File: src/rtl/core/ukt_pkg.sv
package ukt_pkg;

    localparam int UKT_DEPTH = 32;

    localparam int MODE_W    = 2;
    localparam int KEY_W     = 31;
    localparam int PAY_W     = 32;
    localparam int STATUS_W  = 3;
    localparam int POS_W     = 5;
    localparam int COUNT_W   = 6;

    typedef enum logic [MODE_W-1:0] {
        MODE_INSERT = 2'd0,
        MODE_LOOKUP = 2'd1,
        MODE_SWAP   = 2'd2,
        MODE_SHIFT  = 2'd3
    } mode_t;

    typedef enum logic [STATUS_W-1:0] {
        ST_OK       = 3'd0,
        ST_FULL     = 3'd1,
        ST_DUP      = 3'd2,
        ST_NOTFOUND = 3'd3,
        ST_INVALID  = 3'd4
    } status_t;

endpackage

File: src/rtl/core/ukt_req_if.sv
interface ukt_req_if
    import ukt_pkg::*;
();
    logic              valid;
    logic              ready;
    logic [MODE_W-1:0] mode;
    logic [KEY_W-1:0]  key;
    logic [PAY_W-1:0]  payload;

    modport source (output valid, output mode, output key, output payload, input ready);
    modport sink   (input valid, input mode, input key, input payload, output ready);
endinterface

File: src/rtl/core/ukt_rsp_if.sv
interface ukt_rsp_if
    import ukt_pkg::*;
();
    logic                valid;
    logic                ready;
    logic [STATUS_W-1:0] status;
    logic [POS_W-1:0]    position;
    logic [PAY_W-1:0]    found_payload;
    logic [COUNT_W-1:0]  entry_count;

    modport source (output valid, output status, output position, output found_payload,
                    output entry_count, input ready);
    modport sink   (input valid, input status, input position, input found_payload,
                    input entry_count, output ready);
endinterface

File: src/rtl/core/ukt_ram.sv
module ukt_ram #(
    parameter int WIDTH = 32,
    parameter int DEPTH = 32
) (
    input  logic                     clk,
    input  logic                     we,
    input  logic [$clog2(DEPTH)-1:0] waddr,
    input  logic [WIDTH-1:0]         wdata,
    input  logic [$clog2(DEPTH)-1:0] raddr,
    output logic [WIDTH-1:0]         rdata
);

    logic [WIDTH-1:0] mem [DEPTH];

    always_ff @(posedge clk)
    begin
        if (we)
        begin
            mem[waddr] <= wdata;
        end
        rdata <= mem[raddr];
    end

endmodule

File: src/rtl/core/unordered_key_table.sv
// Packed key table: up to DEPTH entries of a nonzero key and a payload word.
// req transfers carry mode, key and payload: insert appends at the first free
// slot, lookup returns slot and payload, swap removal moves the last entry into
// the vacated slot, shift removal moves every later entry down one slot.
// rsp transfers carry status, position, found payload and the entry count
// after the request; each request gives exactly one response.
// One request is in work at a time. The search reads one key a cycle through
// the single read port of the key memory and compares it the cycle after:
// A hit ends the search, and a miss ends it after the last entry. Swap removal
// then reads the last entry and writes it into the vacated slot (not when the
// hit was the last entry); shift removal moves each later entry down in turn.
// The response register is loaded last, and the next request is taken once
// the block is back in its idle state.
// A response then waits in the output register; the next request is taken
// while it waits, but its own response holds until the receiver takes the
// previous one, so a stalled receiver stalls the block after one request.
// Reset empties the table at once: no memory pass is needed, since only
// entries in slots below the entry count are ever used.
module unordered_key_table
    import ukt_pkg::*;
#(
    parameter int DEPTH = UKT_DEPTH
) (
    input  logic      clk,
    input  logic      rst_n,
    ukt_req_if.sink   req,
    ukt_rsp_if.source rsp
);

    localparam int IDX_W = $clog2(DEPTH);
    localparam int CNT_W = $clog2(DEPTH + 1);

    typedef enum logic [2:0] {
        S_IDLE,
        S_SCAN,
        S_SWAP_RD,
        S_SWAP_WR,
        S_SHIFT,
        S_FIN
    } state_t;

    state_t             state_reg;
    mode_t              mode_reg;
    logic [KEY_W-1:0]   key_reg;
    logic [PAY_W-1:0]   pay_reg;
    logic [CNT_W-1:0]   count_reg;
    logic [CNT_W-1:0]   iss_reg;
    logic               pend_reg;
    logic [CNT_W-1:0]   pend_idx_reg;
    logic [CNT_W-1:0]   slot_reg;
    status_t            status_reg;
    logic [PAY_W-1:0]   fpay_reg;

    logic                out_valid_reg;
    logic [STATUS_W-1:0] out_status_reg;
    logic [POS_W-1:0]    out_pos_reg;
    logic [PAY_W-1:0]    out_fpay_reg;
    logic [COUNT_W-1:0]  out_count_reg;

    logic [KEY_W-1:0]   key_rdata;
    logic [PAY_W-1:0]   pay_rdata;
    logic               mem_we;
    logic [IDX_W-1:0]   mem_waddr;
    logic [KEY_W-1:0]   mem_wkey;
    logic [PAY_W-1:0]   mem_wpay;

    logic               hit;
    logic               scan_miss;
    logic               iss_live;
    logic               full;
    logic [CNT_W-1:0]   last_idx;
    logic [CNT_W-1:0]   shift_dst;

    assign hit       = pend_reg && (key_rdata == key_reg);
    assign iss_live  = iss_reg < count_reg;
    assign scan_miss = !pend_reg && !iss_live;
    assign full      = count_reg >= CNT_W'(DEPTH);
    assign last_idx  = count_reg - CNT_W'(1);
    assign shift_dst = pend_idx_reg - CNT_W'(1);

    assign req.ready         = (state_reg == S_IDLE);
    assign rsp.valid         = out_valid_reg;
    assign rsp.status        = out_status_reg;
    assign rsp.position      = out_pos_reg;
    assign rsp.found_payload = out_fpay_reg;
    assign rsp.entry_count   = out_count_reg;

    always_comb
    begin
        mem_we    = 1'b0;
        mem_waddr = count_reg[IDX_W-1:0];
        mem_wkey  = key_reg;
        mem_wpay  = pay_reg;
        case (state_reg)
            S_SCAN:
            begin
                mem_we = scan_miss && (mode_reg == MODE_INSERT) && !full;
            end
            S_SWAP_WR:
            begin
                mem_we    = 1'b1;
                mem_waddr = slot_reg[IDX_W-1:0];
                mem_wkey  = key_rdata;
                mem_wpay  = pay_rdata;
            end
            S_SHIFT:
            begin
                mem_we    = pend_reg;
                mem_waddr = shift_dst[IDX_W-1:0];
                mem_wkey  = key_rdata;
                mem_wpay  = pay_rdata;
            end
            default:
            begin
                mem_we = 1'b0;
            end
        endcase
    end

    ukt_ram #(
        .WIDTH (KEY_W),
        .DEPTH (DEPTH)
    ) u_key_ram (
        .clk   (clk),
        .we    (mem_we),
        .waddr (mem_waddr),
        .wdata (mem_wkey),
        .raddr (iss_reg[IDX_W-1:0]),
        .rdata (key_rdata)
    );

    ukt_ram #(
        .WIDTH (PAY_W),
        .DEPTH (DEPTH)
    ) u_pay_ram (
        .clk   (clk),
        .we    (mem_we),
        .waddr (mem_waddr),
        .wdata (mem_wpay),
        .raddr (iss_reg[IDX_W-1:0]),
        .rdata (pay_rdata)
    );

    always_ff @(posedge clk or negedge rst_n)
    begin
        if (!rst_n)
        begin
            state_reg     <= S_IDLE;
            count_reg     <= '0;
            iss_reg       <= '0;
            pend_reg      <= 1'b0;
            out_valid_reg <= 1'b0;
        end
        else
        begin
            if (rsp.valid && rsp.ready)
            begin
                out_valid_reg <= 1'b0;
            end
            case (state_reg)
                S_IDLE:
                begin
                    if (req.valid)
                    begin
                        mode_reg   <= mode_t'(req.mode);
                        key_reg    <= req.key;
                        pay_reg    <= req.payload;
                        iss_reg    <= '0;
                        pend_reg   <= 1'b0;
                        slot_reg   <= '0;
                        fpay_reg   <= '0;
                        status_reg <= ST_OK;
                        if (req.key == '0)
                        begin
                            status_reg <= ST_INVALID;
                            state_reg  <= S_FIN;
                        end
                        else
                        begin
                            state_reg <= S_SCAN;
                        end
                    end
                end
                S_SCAN:
                begin
                    pend_reg     <= iss_live;
                    pend_idx_reg <= iss_reg;
                    if (iss_live)
                    begin
                        iss_reg <= iss_reg + CNT_W'(1);
                    end
                    if (hit)
                    begin
                        pend_reg <= 1'b0;
                        case (mode_reg)
                            MODE_INSERT:
                            begin
                                status_reg <= ST_DUP;
                                state_reg  <= S_FIN;
                            end
                            MODE_LOOKUP:
                            begin
                                slot_reg  <= pend_idx_reg;
                                fpay_reg  <= pay_rdata;
                                state_reg <= S_FIN;
                            end
                            MODE_SWAP:
                            begin
                                slot_reg <= pend_idx_reg;
                                fpay_reg <= pay_rdata;
                                if (pend_idx_reg == last_idx)
                                begin
                                    count_reg <= last_idx;
                                    state_reg <= S_FIN;
                                end
                                else
                                begin
                                    iss_reg   <= last_idx;
                                    state_reg <= S_SWAP_RD;
                                end
                            end
                            default:
                            begin
                                slot_reg  <= pend_idx_reg;
                                fpay_reg  <= pay_rdata;
                                iss_reg   <= pend_idx_reg + CNT_W'(1);
                                state_reg <= S_SHIFT;
                            end
                        endcase
                    end
                    else if (scan_miss)
                    begin
                        state_reg <= S_FIN;
                        if (mode_reg != MODE_INSERT)
                        begin
                            status_reg <= ST_NOTFOUND;
                        end
                        else if (full)
                        begin
                            status_reg <= ST_FULL;
                        end
                        else
                        begin
                            slot_reg  <= count_reg;
                            count_reg <= count_reg + CNT_W'(1);
                        end
                    end
                end
                S_SWAP_RD:
                begin
                    state_reg <= S_SWAP_WR;
                end
                S_SWAP_WR:
                begin
                    count_reg <= last_idx;
                    state_reg <= S_FIN;
                end
                S_SHIFT:
                begin
                    pend_reg     <= iss_live;
                    pend_idx_reg <= iss_reg;
                    if (iss_live)
                    begin
                        iss_reg <= iss_reg + CNT_W'(1);
                    end
                    if (!pend_reg && !iss_live)
                    begin
                        count_reg <= last_idx;
                        state_reg <= S_FIN;
                    end
                end
                S_FIN:
                begin
                    if (!out_valid_reg || rsp.ready)
                    begin
                        out_valid_reg  <= 1'b1;
                        out_status_reg <= status_reg;
                        out_pos_reg    <= POS_W'(slot_reg);
                        out_fpay_reg   <= fpay_reg;
                        out_count_reg  <= COUNT_W'(count_reg);
                        state_reg      <= S_IDLE;
                    end
                end
                default:
                begin
                    state_reg <= S_IDLE;
                end
            endcase
        end
    end

endmodule

File: src/flat_wrapper.sv
// flat-port wrapper written by rule: the top's interface ports become plain ports
module unordered_key_table_flat import ukt_pkg::*;
#(
    parameter int DEPTH = UKT_DEPTH
)
  (clk, rst_n, req_valid, req_mode, req_key, req_payload, req_ready, rsp_valid, rsp_status, rsp_position, rsp_found_payload, rsp_entry_count, rsp_ready);
  ukt_req_if req_i ();
  ukt_rsp_if rsp_i ();
  input  logic clk;
  input  logic rst_n;
  input wire logic [$bits(req_i.valid)-1:0] req_valid;
  input wire logic [$bits(req_i.mode)-1:0] req_mode;
  input wire logic [$bits(req_i.key)-1:0] req_key;
  input wire logic [$bits(req_i.payload)-1:0] req_payload;
  output wire logic [$bits(req_i.ready)-1:0] req_ready;
  output wire logic [$bits(rsp_i.valid)-1:0] rsp_valid;
  output wire logic [$bits(rsp_i.status)-1:0] rsp_status;
  output wire logic [$bits(rsp_i.position)-1:0] rsp_position;
  output wire logic [$bits(rsp_i.found_payload)-1:0] rsp_found_payload;
  output wire logic [$bits(rsp_i.entry_count)-1:0] rsp_entry_count;
  input wire logic [$bits(rsp_i.ready)-1:0] rsp_ready;
  assign req_i.valid = req_valid;
  assign req_i.mode = req_mode;
  assign req_i.key = req_key;
  assign req_i.payload = req_payload;
  assign req_ready = req_i.ready;
  assign rsp_valid = rsp_i.valid;
  assign rsp_status = rsp_i.status;
  assign rsp_position = rsp_i.position;
  assign rsp_found_payload = rsp_i.found_payload;
  assign rsp_entry_count = rsp_i.entry_count;
  assign rsp_i.ready = rsp_ready;
  unordered_key_table #(.DEPTH(DEPTH)) u_core (.clk(clk), .rst_n(rst_n), .req(req_i), .rsp(rsp_i));
endmodule
File: config.mk
export PLATFORM = sky130hd
export DESIGN_NAME = unordered_key_table_flat
export DESIGN_NICKNAME = d
export VERILOG_FILES = /design/src/rtl/core/ukt_pkg.sv /design/src/rtl/core/ukt_req_if.sv /design/src/rtl/core/ukt_rsp_if.sv /design/src/rtl/core/ukt_ram.sv /design/src/rtl/core/unordered_key_table.sv /design/src/flat_wrapper.sv
export SDC_FILE = /design/constraint.sdc
export NUM_CORES = 2
export LEC_CHECK = 0
export BUFFER_PORTS_ARGS = -buffer_cell sky130_fd_sc_hd__buf_2
export CORE_MARGIN = 2
export CORE_UTILIZATION = 25
export DETAILED_ROUTE_END_ITERATION = 8
export PLACE_DENSITY_LB_ADDON = 0.05
export SLEW_MARGIN = 20
export SYNTH_ARGS = -nofsm -noshare
export SYNTH_HDL_FRONTEND = slang
export SYNTH_SLANG_ARGS = --single-unit
File: constraint.sdc
create_clock -name clk -period 7.9 [get_ports clk]
set_input_delay 1.185 -clock clk [delete_from_list [all_inputs] [get_ports clk]]
set_output_delay 1.185 -clock clk [all_outputs]
set_load 0.05 [all_outputs]
## Word level (Yosys, flattened, before mapping)

Memory sizes are Yosys's and may differ from the RTL's. A register that Yosys moved wholly into a read port is not among the register bits.
Index checks and enable logic that the tools add are counted.

- RAM bits: 2016
- Memories kept: 2
- Input port bits: 69
- Output and inout port bits: 48
- Logic and storage cells: 128
- Register bits: 174

- Reduce and logical (&&, ||, !) cells: 29
- Equal/unequal tests: 22
- $lt $le $gt $ge: 2
- $add $sub $neg: 5
- Mux-type cells: 52

Memory list:

| memory | depth | width | rd ports | clocked after Yosys merged registers in | wr ports | line | text |
|---|---|---|---|---|---|---|---|
| u_core.u_pay_ram.mem | 32 | 32 | 1 | 1 | 1 | ukt_ram.sv:13 | `logic [WIDTH-1:0] mem [DEPTH];` |
| u_core.u_key_ram.mem | 32 | 31 | 1 | 1 | 1 | ukt_ram.sv:13 |  |

Operators by type and width:

| kind | number |
|---|---|
| $mux W32 | 4 |
| $mux W6 | 11 |
| $pmux W32 S2 | 1 |
| $mux W3 | 13 |
| $pmux W6 S3 | 2 |
| $eq A31 B31 Y1 | 1 |
| $logic_not A31 Y1 | 1 |
| $mux W31 | 1 |
| $mux W5 | 5 |
| $pmux W5 S2 | 2 |
| $add A6 B1 Y6 const B | 3 |
| $pmux W3 S6 | 1 |
| $reduce_and A7 Y1 | 2 |
| $ne A3 B3 Y1 const B | 4 |
| $pmux W3 S2 | 2 |
| $pmux W6 S2 | 1 |
| $mux W1 | 7 |
| $eq A3 B2 Y1 const B | 2 |
| $eq A3 B3 Y1 const B | 2 |
| $eq A6 B6 Y1 | 1 |
| $ge A6 B6 Y1 const B | 1 |
| $lt A6 B6 Y1 | 1 |
| $ne A2 B1 Y1 const B | 3 |
| $ne A3 B2 Y1 const B | 2 |
| other kinds (21) | 37 |

## Logic depth before layout (Yosys ltp)

- Depth after elaboration: 8
- Gate-level depth with buffers: 11
- Gate-level depth less buffers: 9

## Cells and area by module

Synthesis repeated with hierarchy kept, for this count alone.

- Cell total of the unflattened synthesis: 5214
- Area total of the unflattened synthesis: 88085.7 um2

Modules (own cells, without submodules):

| module | sequential area each (um2) | cells each | instances | area each (um2) |
|---|---|---|---|---|
| ukt_ram (u_core.u_pay_ram) | 31390.1 | 2260 | 1 | 40485.1 |
| ukt_ram (u_core.u_key_ram) | 30409.2 | 2192 | 1 | 39163.8 |
| unordered_key_table | 5139.9 | 762 | 1 | 8436.8 |

## Worst setup path before layout

Ideal clock, no wire load.

- Kind: register to register
- Start point: register u_core.count_reg[4]
- End point: memory u_core.u_key_ram.mem[27][0] (netlist name), enable pin
- Period minus slack after synthesis: 5387 ps
- Cell stages (with the launch flop): 11
- Setup slack: 2513 ps
- Arrival: 4902 ps
- Cells stage by stage: dfrtp_1 clkbuf_1 inv_1 ha_1 nand3_1 o21ai_1 a21oi_1 o21ai_1 or3b_1 clkbuf_1 nor2_1

- Longest elaborated chain between the ends: 8
- Elaborated cells between the ends (all ways): 11
- Classes of those cells: order compare: 2; mux: 4; reduce/logical: 5

Ends and longest elaborated chain:

| what | line | text |
|---|---|---|
| start: declaration | unordered_key_table.sv:46 | `logic [CNT_W-1:0] count_reg;` |
| start signal: assignment | unordered_key_table.sv:213 | `count_reg <= last_idx;` |
| start signal: assignment | unordered_key_table.sv:245 | `count_reg <= count_reg + CNT_W'(1);` |
| start signal: assignment | unordered_key_table.sv:255 | `count_reg <= last_idx;` |
| $lt A6 B6 Y1 | unordered_key_table.sv:75 | `assign iss_live = iss_reg < count_reg;` |
| $logic_not A1 Y1 | unordered_key_table.sv:76 | `assign scan_miss = !pend_reg && !iss_live;` |
| $logic_and A1 B1 Y1 | unordered_key_table.sv:76 |  |
| $logic_and A1 B1 Y1 (2 in series) | unordered_key_table.sv:97 | `mem_we = scan_miss && (mode_reg == MODE_INSERT) && !full;` |
| $pmux W1 S3 | unordered_key_table.sv:94 | `case (state_reg)` |
| $mux W1 | ukt_ram.sv:17 | `if (we)` |
| $mux W1 (not written as such) | ukt_ram.sv:19 | `mem[waddr] <= wdata;` |
| end: declaration | ukt_ram.sv:13 |  |

Parallel ways exist; a longest one is shown, timed or not.

## Worst setup path after layout

- Start point: register u_core.iss_reg[4]
- End point: memory u_core.u_key_ram.mem[17][25] (netlist name), enable pin

- Longest elaborated chain between the ends: 8

Ends and longest elaborated chain:

| what | line | text |
|---|---|---|
| start: declaration | unordered_key_table.sv:47 | `logic [CNT_W-1:0] iss_reg;` |
| start signal: assignment | unordered_key_table.sv:190 | `iss_reg <= iss_reg + CNT_W'(1);` |
| start signal: assignment | unordered_key_table.sv:218 | `iss_reg <= last_idx;` |
| start signal: assignment | unordered_key_table.sv:226 | `iss_reg <= pend_idx_reg + CNT_W'(1);` |
| $lt A6 B6 Y1 | unordered_key_table.sv:75 |  |
| $logic_not A1 Y1 | unordered_key_table.sv:76 |  |
| $logic_and A1 B1 Y1 | unordered_key_table.sv:76 |  |
| $logic_and A1 B1 Y1 (2 in series) | unordered_key_table.sv:97 |  |
| $pmux W1 S3 | unordered_key_table.sv:94 |  |
| $mux W1 | ukt_ram.sv:17 |  |
| $mux W1 (not written as such) | ukt_ram.sv:19 |  |

No other way between the ends.

==> results.md <==
- Run status: finished, final reports clean
- Post-CTS Setup Inserts: 0
- Top reg by flops: u_core.u_pay_ram.mem
- Maximum clock rate: around 200 MHz
- Part of the cycle the worst path needs: between 60% and 70%
- Die height: 589.8 um
- CTS Root Cell: clkbuf_16
- Global-route wire length before repair: between 300 and 400 mm
- Leak: between 30 and 40 nW
- Initial antenna violation count: 12
- Minimum clock period: between 4 and 5 ns
- Area of the multi-input gates: between 0.015 and 0.02 sq mm
- CTS tree: built
- Resize count post-CTS: 0
- Cell variety after synth: between 60 and 70
- I/O pin count: ~120
- Number of port buffers: between 100 and 150
- #FFs+latches synth: roughly 2300
- Cell Area, Synth: 0.08579 sq mm
- Final setup vio count: 0
- Worst hold path class: in2async
- Clock latency on the worst-skew pair: about 0.9 ns
- Clock Skews: ~0.034 ns
- Non-filler cells, final: 8804
- Startpoint Class: register
- GP Congestion: roughly 0.72
- Register area share after synthesis: roughly four fifths
- Yosys warns: 0
- Most used DFF post-synth: edfxtp_1
- Largest net degree at the start of global routing: around 110
- Post-DP HPWL: roughly 140 mm
- WL per Instance: between 30 and 40 um
- DR vias: 39650
- Ys async rst share: 0.7545%
- Post-synth EDFFs: 2173
- VDD IR max: roughly 0.00022 V
- Initial core utilization: between 20% and 30%
- DR DRC count: 0
- Clk pin slew, worst setup/hold paths: roughly 0.060 ns
- Post-Route WL: roughly 280 mm
- Die area: 0.3479 sq mm
- Max reg flops: between 1000 and 1500
- Clock Path Buffers: 4
- FILL cells: roughly 33000
- Max Cap Viol: 0
- Pwr Density: ~340 mW/mm^2
- Number of global-route vias before repair: ~43000
- Setup crit end kind: register
- Slew Viols, Final: 0
- Unrepaired setup endpoints after global routing: false
- Critical Path AT: roughly 5.4 ns
- Core area: between 0.3 and 0.4 sq mm
- R2r worst-path depth: 8
- Dpl cells: roughly 8300
- Setup CP Type: reg2reg
- Setup Total Neg Slack: 0 ns
- Final nets: ~4000
- Die width: about 590 um
- Worst Tran Pin Value: roughly 1.1 ns
- Initial DRT Pass Iterations: 5
- Final ANT Viol Nets: 0
- Max_slew headroom: between 20% and 30%
- Mapped Avg Cell Area: ~23 sq um
- Hold buffer count at CTS: 0
- Final hold violations: 0
- Biggest regs: u_core.u_pay_ram.mem: 1024 flops, u_core.u_key_ram.mem: 992 flops
- FF/Latch Area: 0.06696 sq mm
- CTS H-tree depth: 5
- CP Data Required Time: 8.40 ns
- Drt first-iter violations: 3422
- Layout cell share with drive strength beyond 1: around a third
- Clk sink count: ~2300
- Syn Inst Count: between 3000 and 4000
- Post-Syn Nets: around 3800
- GRT overflow: 0
- Via/cell ratio: 4.503
- CTS Buf Count: approximately 280
- Critical Path Fanout Max: 50
- Area Overhead vs Synth: 18.44%
- Rows: 215
- GRT Total Usage: around 16%
==> per-stage QoR <==
step	hold WS [ns]	util, %	total power [mW]	instance area (sq um)	setup WS, ns
final	0.3102	29.70	34.79	101600	3.010
after global routing	0.2977	29.69	36.43	101600	2.721
after CTS	0.2277	29.67	35.62	101500	2.930
after detailed placement	0.4045	27.11	22.91	92780	2.973
after global placement	0.4054	27.11	22.96	92770	3.024
after floorplan	0.4003	-	19.98	85790	2.513
==> cells by family (layout without fill, tap and decap cells) <==
family | Yosys count | count (layout) | synth area share (%)
multiplexers | 695 | 695 | 17.39
XOR/XNOR | 58 | 58 | 0.6242
other | 0 | 3 | 0
adder cells (fa/ha/maj) | 10 | 10 | 0.1458
AO/OA/AOI/OAI | 85 | 85 | 0.6621
buffers and inverters | 207 | 733 | 0.9990
AND/OR/NAND/NOR | 410 | 410 | 2.154
flip-flops | 2253 | 2253 | 78.02
==> final timing paths <==
| check | endpoint | startpoint | slack (ns) |
|---|---|---|---|
| setup / recovery | u_core.u_key_ram.mem[17][25] | u_core.iss_reg[4] | 3.01 |
| hold / removal | u_core.count_reg[4] | rst_n | 0.31 |
| setup reg to reg | u_core.u_key_ram.mem[17][25] | u_core.iss_reg[4] | 3.01 |
| hold reg to reg | u_core.rsp.status[1] | u_core.status_reg[1] | 0.41 |
| max in group asynchronous | u_core.iss_reg[0] | rst_n | 7.12 |
| min in group clk | u_core.rsp.status[1] | u_core.status_reg[1] | 0.41 |
==> layout by cell type (no fill, tap or decap), types with 38 or more instances in the layout <==
| master | Yosys | routed |
|---|---|---|
| nand2_1 | 230 | 194 |
| buf_4 | 2 | 73 |
| mux4_2 | 630 | 630 |
| mux2_2 | 63 | 63 |
| edfxtp_1 | 2173 | 2173 |
| dfxtp_1 | 63 | 63 |
| clkinv_1 | 0 | 44 |
| clkbuf_1 | 116 | 81 |
| clkbuf_16 | 0 | 290 |
| buf_2 | 46 | 116 |
| and3_1 | 39 | 38 |
==> layout make-up <==
cell class	instances	share of cell area, %
Clock inverter	111	0.9531
Tap cell	4557	5.611
Timing Repair Buffer	221	1.741
Multi-Input combinational cell	1258	18.08
Clock buffer	387	7.658
Antenna cell	3	0.007388
Sequential cell	2253	65.90
Inverter	14	0.05172
==> cells in the mapped netlist (all sizes together), types with 5 or more instances <==
library cell  count  area [sq um]
nand4            12         75.07
xor2             24         210.2
o211ai            5         37.54
ha               10         125.1
or2               5         31.28
inv              14         52.55
mux4            630         14190
o22ai             7         43.79
and3             39         244.0
nand2           231         869.6
dfrtp            17         425.4
or3               5         36.28
a21oi            24         127.6
xnor2            32         280.3
clkbuf          116         435.4
nor3             14         81.33
mux2             64         720.7
nor2             55         206.5
dfxtp            63          1261
buf              77         369.1
nor4             15         93.84
nand2b            8         50.05
o21ai            19         95.09
nand3            12         60.06
edfxtp         2173         65250
==> critical path, cell delays in order (launching register included) <==
cell	delay (ns)
dfrtp_4	1.02
ha_1	0.30
nand3_1	0.12
o21ai_1	0.35
a21oi_1	0.15
o21ai_1	0.34
nand3b_1	0.72
nor2_4	0.88
buf_12	0.50
==> metal layers <==
metal / global-route usage, % / up-vias / share of wire [%]
li1: - / 16330 / -
met1: 22.74 / 22110 / 48
met2: 24.72 / 895 / 46
met3: 2.736 / 309 / 4.3
met4: 3.615 / 2 / 2.0
met5: 0 / - / 0.0047
==> power by group <==
group          leakage, nW  switching [mW]  total, mW  internal [mW]
Clock                 4.29            5.06       12.4           7.36
Sequential            20.3           0.516       14.8           14.3
Combinational         6.40            4.31       7.60           3.28
Total                 31.0            9.89       34.8           24.9
(Power assumes the default switching activity.)
